File: config.mk
export PLATFORM = sky130hd
export DESIGN_NAME = flow_key_crc32c_hash_unit
export DESIGN_NICKNAME = d
export VERILOG_FILES = /design/src/rtl/fkh_pkg.sv /design/src/rtl/flow_key_crc32c_hash_unit.sv /design/src/rtl/fkh_crc_fold.sv /design/src/rtl/fkh_cfg_regs.sv
export SDC_FILE = /design/constraint.sdc
export NUM_CORES = 1
export LEC_CHECK = 0
export ABC_AREA = 1
export ABC_CLOCK_PERIOD_IN_PS = 5000
export BUFFER_PORTS_ARGS = -buffer_cell sky130_fd_sc_hd__buf_2
export CORE_ASPECT_RATIO = 0.7
export CORE_MARGIN = 10
export CORE_UTILIZATION = 50
export CTS_BUF_LIST = sky130_fd_sc_hd__clkbuf_4 sky130_fd_sc_hd__clkbuf_8
export CTS_CLUSTER_DIAMETER = 100
export DETAILED_ROUTE_END_ITERATION = 10
export GPL_ROUTABILITY_DRIVEN = 0
export MAX_ROUTING_LAYER = met4
export PLACE_DENSITY = 0.72
export SLEW_MARGIN = 20
export SYNTH_ARGS = -nofsm -noshare
export SYNTH_HDL_FRONTEND = slang
export SYNTH_SLANG_ARGS = --single-unit
export TNS_END_PERCENT = 50
File: constraint.sdc
create_clock -name i_clk -period 5 [get_ports i_clk]
set_clock_uncertainty 0.15 [all_clocks]
set_input_delay 0.5 -clock i_clk [delete_from_list [all_inputs] [get_ports i_clk]]
set_output_delay 0.5 -clock i_clk [all_outputs]
set_load 0.02 [all_outputs]
File: src/rtl/fkh_pkg.sv
package fkh_pkg;

    localparam int unsigned CRC_W   = 32;
    localparam int unsigned BYTE_W  = 8;
    localparam int unsigned PADDR_W = 3;
    localparam int unsigned PDATA_W = 32;

    localparam logic [CRC_W-1:0] CRC_POLY = 32'h1EDC_6F41;

    // Register index taken from paddr[2] (registers sit on 4-byte strides)
    localparam logic REG_SEED = 1'b0;

    typedef struct packed {
        logic             load;   // seed was written this cycle
        logic [CRC_W-1:0] seed;   // seed value in force after this cycle
    } t_cfg;

endpackage

File: src/rtl/flow_key_crc32c_hash_unit.sv
// Channel  | Direction | Handshake               | Payload
// ---------+-----------+-------------------------+---------------------------------
// key in   | input     | i_in_valid / o_in_stall | i_key_byte[7:0], i_last_byte
// hash out | output    | o_out_valid/i_out_stall | o_hash_value[31:0]
// config   | APB       | psel/penable/pready     | seed at byte address 0
//
// One key byte per cycle unless o_in_stall is high: a byte is captured in
// the input register, folded into the running CRC by one XOR network, and
// on the last byte the hash lands in the output register.
// Reset (synchronous, active low) clears seed and running CRC to zero.
// Non-last bytes keep moving while a hash waits; only a last byte holds in
// the input register while the output register is full and stalled.
// A seed write reloads the running CRC at once, dropping any partial key.
module flow_key_crc32c_hash_unit
    import fkh_pkg::*;
(
    input  logic               i_clk,
    input  logic               i_rst_n,
    // key byte channel
    input  logic               i_in_valid,
    output logic               o_in_stall,
    input  logic [BYTE_W-1:0]  i_key_byte,
    input  logic               i_last_byte,
    // hash channel
    output logic               o_out_valid,
    input  logic               i_out_stall,
    output logic [CRC_W-1:0]   o_hash_value,
    // configuration port
    input  logic               psel,
    input  logic               penable,
    input  logic               pwrite,
    input  logic [PADDR_W-1:0] paddr,
    input  logic [PDATA_W-1:0] pwdata,
    output logic [PDATA_W-1:0] prdata,
    output logic               pready
);

    t_cfg cfg;

    // input register
    logic              r_in_valid;
    logic              n_in_valid;
    logic [BYTE_W-1:0] r_key_byte;
    logic              r_last_byte;

    // running CRC and output register
    logic [CRC_W-1:0]  r_crc;
    logic [CRC_W-1:0]  n_crc;
    logic [CRC_W-1:0]  fold_crc;
    logic              r_out_valid;
    logic              n_out_valid;
    logic [CRC_W-1:0]  r_hash;

    logic              out_free;
    logic              fold_fire;
    logic              in_take;

    fkh_cfg_regs u_cfg_regs (
        .i_clk   (i_clk),
        .i_rst_n (i_rst_n),
        .psel    (psel),
        .penable (penable),
        .pwrite  (pwrite),
        .paddr   (paddr),
        .pwdata  (pwdata),
        .prdata  (prdata),
        .pready  (pready),
        .o_cfg   (cfg)
    );

    fkh_crc_fold u_crc_fold (
        .i_crc  (r_crc),
        .i_data (r_key_byte),
        .o_crc  (fold_crc)
    );

    // The output register can take a hash when empty or drained this cycle.
    assign out_free  = !r_out_valid || !i_out_stall;
    // Fold the held byte unless it is a last byte with nowhere to go.
    assign fold_fire = r_in_valid && (!r_last_byte || out_free);
    assign o_in_stall = r_in_valid && !fold_fire;
    assign in_take    = i_in_valid && !o_in_stall;

    assign n_in_valid = in_take || (r_in_valid && !fold_fire);

    always_ff @(posedge i_clk) begin
        if (!i_rst_n) begin
            r_in_valid <= 1'b0;
        end else begin
            r_in_valid <= n_in_valid;
        end
    end

    // Payload: load on every accepted transaction, hold otherwise.
    always_ff @(posedge i_clk) begin
        if (in_take) begin
            r_key_byte  <= i_key_byte;
            r_last_byte <= i_last_byte;
        end
    end

    // Seed write wins; a last byte restarts from the seed.
    always_comb begin
        n_crc = r_crc;
        if (cfg.load) begin
            n_crc = cfg.seed;
        end else if (fold_fire) begin
            n_crc = r_last_byte ? cfg.seed : fold_crc;
        end
    end

    assign n_out_valid = (fold_fire && r_last_byte) || (r_out_valid && i_out_stall);

    always_ff @(posedge i_clk) begin
        if (!i_rst_n) begin
            r_crc       <= '0;
            r_out_valid <= 1'b0;
        end else begin
            r_crc       <= n_crc;
            r_out_valid <= n_out_valid;
        end
    end

    always_ff @(posedge i_clk) begin
        if (fold_fire && r_last_byte) begin
            r_hash <= fold_crc;
        end
    end

    assign o_out_valid  = r_out_valid;
    assign o_hash_value = r_hash;

    // A last byte never overwrites a hash that is still waiting.
    a_no_hash_overrun: assert property (@(posedge i_clk) disable iff (!i_rst_n)
        !(fold_fire && r_last_byte && r_out_valid && i_out_stall))
        else $error("hash overwritten while output stalled");

    // A seed write reloads the running CRC.
    a_seed_reload: assert property (@(posedge i_clk) disable iff (!i_rst_n)
        cfg.load |=> (r_crc == cfg.seed))
        else $error("running CRC not reloaded after seed write");

    // After a finished key the running CRC restarts from the seed and a hash is valid.
    a_key_restart: assert property (@(posedge i_clk) disable iff (!i_rst_n)
        (fold_fire && r_last_byte) |=> (r_crc == cfg.seed) && r_out_valid)
        else $error("running CRC not restarted after last byte");

    // A hash shown on the output came from a folded last byte or was held.
    a_out_source: assert property (@(posedge i_clk) disable iff (!i_rst_n)
        $rose(r_out_valid) |-> $past(fold_fire && r_last_byte))
        else $error("hash appeared without a last byte");

endmodule

File: src/rtl/fkh_crc_fold.sv
module fkh_crc_fold
    import fkh_pkg::*;
(
    input  logic [CRC_W-1:0]  i_crc,
    input  logic [BYTE_W-1:0] i_data,
    output logic [CRC_W-1:0]  o_crc
);

    // Eight serial CRC steps, MSB first; flattens into one XOR network.
    always_comb begin
        logic [CRC_W-1:0] crc;
        logic             fb;
        crc = i_crc;
        for (int b = 0; b < BYTE_W; b++) begin
            fb  = crc[CRC_W-1] ^ i_data[BYTE_W-1-b];
            crc = {crc[CRC_W-2:0], 1'b0};
            if (fb) begin
                crc = crc ^ CRC_POLY;
            end
        end
        o_crc = crc;
    end

endmodule

File: src/rtl/fkh_cfg_regs.sv
module fkh_cfg_regs
    import fkh_pkg::*;
(
    input  logic               i_clk,
    input  logic               i_rst_n,
    input  logic               psel,
    input  logic               penable,
    input  logic               pwrite,
    input  logic [PADDR_W-1:0] paddr,
    input  logic [PDATA_W-1:0] pwdata,
    output logic [PDATA_W-1:0] prdata,
    output logic               pready,
    output t_cfg               o_cfg
);

    logic [CRC_W-1:0] r_seed;
    logic [CRC_W-1:0] n_seed;
    logic             wr_seed;

    assign pready  = 1'b1;
    assign wr_seed = psel && penable && pwrite && (paddr[2] == REG_SEED);
    assign n_seed  = wr_seed ? pwdata : r_seed;

    always_ff @(posedge i_clk) begin
        if (!i_rst_n) begin
            r_seed <= '0;
        end else begin
            r_seed <= n_seed;
        end
    end

    assign prdata     = (paddr[2] == REG_SEED) ? r_seed : '0;
    assign o_cfg.load = wr_seed;
    // pass the written value through so a reload picks up the new seed
    assign o_cfg.seed = n_seed;

endmodule

==> impl_metrics.toml <==
[outcome]
status = "complete, no violations"

[global_routing]
grt_pass1_vias = 5645
grt_pass1_wl_mm = 28.9
antenna_found_initial = 0
track_usage_pct = 20.9
grt_overflow = 0
grt_start_max_net_pins = 40

[synth]
syn-num-nets = 955
synth_area_leaders = "dfxtp_1 (22%), nand2_1 (20%), edfxtp_1 (20%)"
yosysTopAreaCell = "dfxtp_1"
syn_area_sq_um = 6140
synth-seq-area-share_pct = 41.6
avgSynthCellArea_sq_um = 6.79
synthCells = 904
ys_seq_elements = 107
synth_top_area_share_pct = 21.5
synth.distinct_cells = 34
yosysWarnings = 0

[clocking]
path_clk_slew_ns = 0.11
clock_latency_ns = 0.38
htree_levels = 3
cts_made_buffers = 9
clk_path_buf_depth = 2
hold_buffers = 0
postCtsSetupRepairBufs = 0
ctsResizeCount = 0
root_buffer = "clkbuf_8"
cts_tree = "done"
clock_sinks = 107

[place]
place_hpwl_mm = 13.0
post-place-cells = 1145
numPortBuffers = 114
placed_cell_area_sq_um = 6750

[route]
first_pass_iters = 5
vias_per_cell = 5.21
wire_per_inst_microns = 15.5
drc = 0
vias = 6050
drt_iter0_drc = 505
routed_wl_mm = 18.0
postRouteAntennaNets = 0

[layout]
final_cells = 1161
final_area_sq_um = 6940
fin_nets = 1050
drive_gt1_share_pct = 16.9
n_antenna_cell = 0
postLayoutCoreUtil_pct = 58.6
syn_to_final_growth_pct = 13.1
n_fill_cell = 1192

[floorplan]
die_h_microns = 113
row_count = 33
coreArea_sq_um = 11900
die_width_microns = 152
pin_count = 118
die-area_sq_um = 17200
initial_core_util_pct = 51.8

[pwr]
power_density_nw_per_um2 = 336
ir_drop_v = 0.000204
p_leak_nw = 3.41
total_power_mw = 2.33

[sta]
min_period_ns = 2.98
tightest_slew_ns = 1.09
relSlewSlack_pct = 27.2
fin_crit_sh_pct = 59.6
drv_slew = 0
setup_tns_ns = 0
finalHoldViolCount = 0
rsz0062_at_grt = "no"
setup_viol = 0
max_freq_mhz = 335

[worst_setup_path]
path_max_fanout = 13
startpoint_type = "register"
cp.arrival_ns = 3.09
crit_path_end_kind = "register"
crit_required_ns = 5.11
critPathKind = "reg -> reg"

[run]
maxCapViolCount = 0

[min_path]
worstHoldPathType = "in -> reg"
-- worst max-delay path, cell delays in order, from the launching register on --
cell	delay (ns)
edfxtp_1	0.44
inv_1	0.10
nand2_1	0.05
nand2_1	0.49
nand3_1	0.23
nand2_1	0.17
nand2_2	0.09
nand2_2	0.31
inv_2	0.19
nand2_4	0.12
nand2_2	0.09
nand2_1	0.09
nand3_1	0.10
a21oi_1	0.18
nor2_1	0.05
-- cell usage in the layout, fill, tap and decap left out, types with 2 or more instances in the layout --
cell type	instances
nand3b_1	6
dfxtp_1	66
clkinv_4	2
xor2_1	20
nand3_2	4
xnor2_1	5
nand3_1	71
nand2_2	15
nand2_1	329
a21oi_1	68
or2_2	2
nand2_4	5
inv_2	5
buf_4	8
clkbuf_8	11
inv_1	111
o21ai_0	43
nand4_1	2
clkinvlp_4	2
nor2_1	61
clkinv_1	2
buf_2	114
edfxtp_1	41
-- layout make-up --
cell class                 count  area (sq um)  area share, %
tap                          157           196           2.83
clock buffer                  11           151           2.18
clock inverter                 5          37.5          0.541
multi-input combinational    641          2930           42.2
timing repair buffer         122           631           9.08
sequential                   107          2550           36.8
inverter                     118           443           6.38
-- power breakdown --
part | switching [mW] | total (mW) | internal, mW
combinational | 0.561 | 0.801 | 0.240
sequential | 0.0254 | 1.01 | 0.988
clock | 0.309 | 0.519 | 0.210
total | 0.895 | 2.33 | 1.44
-- cell usage after synthesis, drive strengths merged --
master / count
dfxtp: 66
nand4: 2
clkbuf: 18
clkinv: 2
a21oi: 68
xnor2: 6
a221oi: 1
edfxtp: 41
o2111ai: 1
o21ai: 44
o22ai: 1
o221ai: 1
a211oi: 1
xor2: 20
buf: 20
inv: 116
nor2: 61
nand3: 75
nand3b: 6
a31oi: 1
nand2: 349
conb: 1
or2: 3
-- final timing paths --
kind / cells past startpoint / from / slack (ns) / to
worst min register to register: 2 / r_crc[13]$_SDFFE_PN0P_ / 0.34 / r_crc[13]$_SDFFE_PN0P_
worst max register to register: 14 / r_key_byte[5]$_DFFE_PP_ / 2.02 / r_crc[11]$_SDFFE_PN0P_
worst min-delay path: 1 / i_last_byte / 0.14 / r_last_byte$_DFFE_PP_
worst max-delay path: 14 / r_key_byte[5]$_DFFE_PP_ / 2.02 / r_crc[11]$_SDFFE_PN0P_
-- state kept, by name, summed over array words and instances (netlist names) --
signal / cells
o_hash_value: 32
r_crc: 32
u_cfg_regs.r_seed: 32
r_key_byte: 8
o_out_valid: 1
r_in_valid: 1
r_last_byte: 1
-- layer usage --
metal / global-route usage, % / part of all wire [%]
met1: 26.8 / 45
met4: 6.08 / 2.4
met3: 5.03 / 8.4
met2: 32.6 / 44
met5: - / 0
-- per-stage QoR --
step	setup WS [ns]	hold WS, ns
2_1_floorplan	3.08	0.302
3_3_place_gp	1.75	0.319
3_5_place_dp	1.71	0.324
4_1_cts	2.09	0.129
5_1_grt	1.79	0.128
6_report	2.02	0.138
-- cells by family (layout without fill, tap and decap cells) --
group / after synthesis / in the layout / synth area share [%]
other: 1 / 1 / 0.0611
and+or+nand+nor: 496 / 496 / 34.0
buffers and inverters: 156 / 256 / 10.7
xor gates and xnor gates: 26 / 26 / 3.83
DFF: 107 / 107 / 41.6
AOI/OAI and AO/OA: 118 / 118 / 9.88
(Power assumes the default switching activity.)
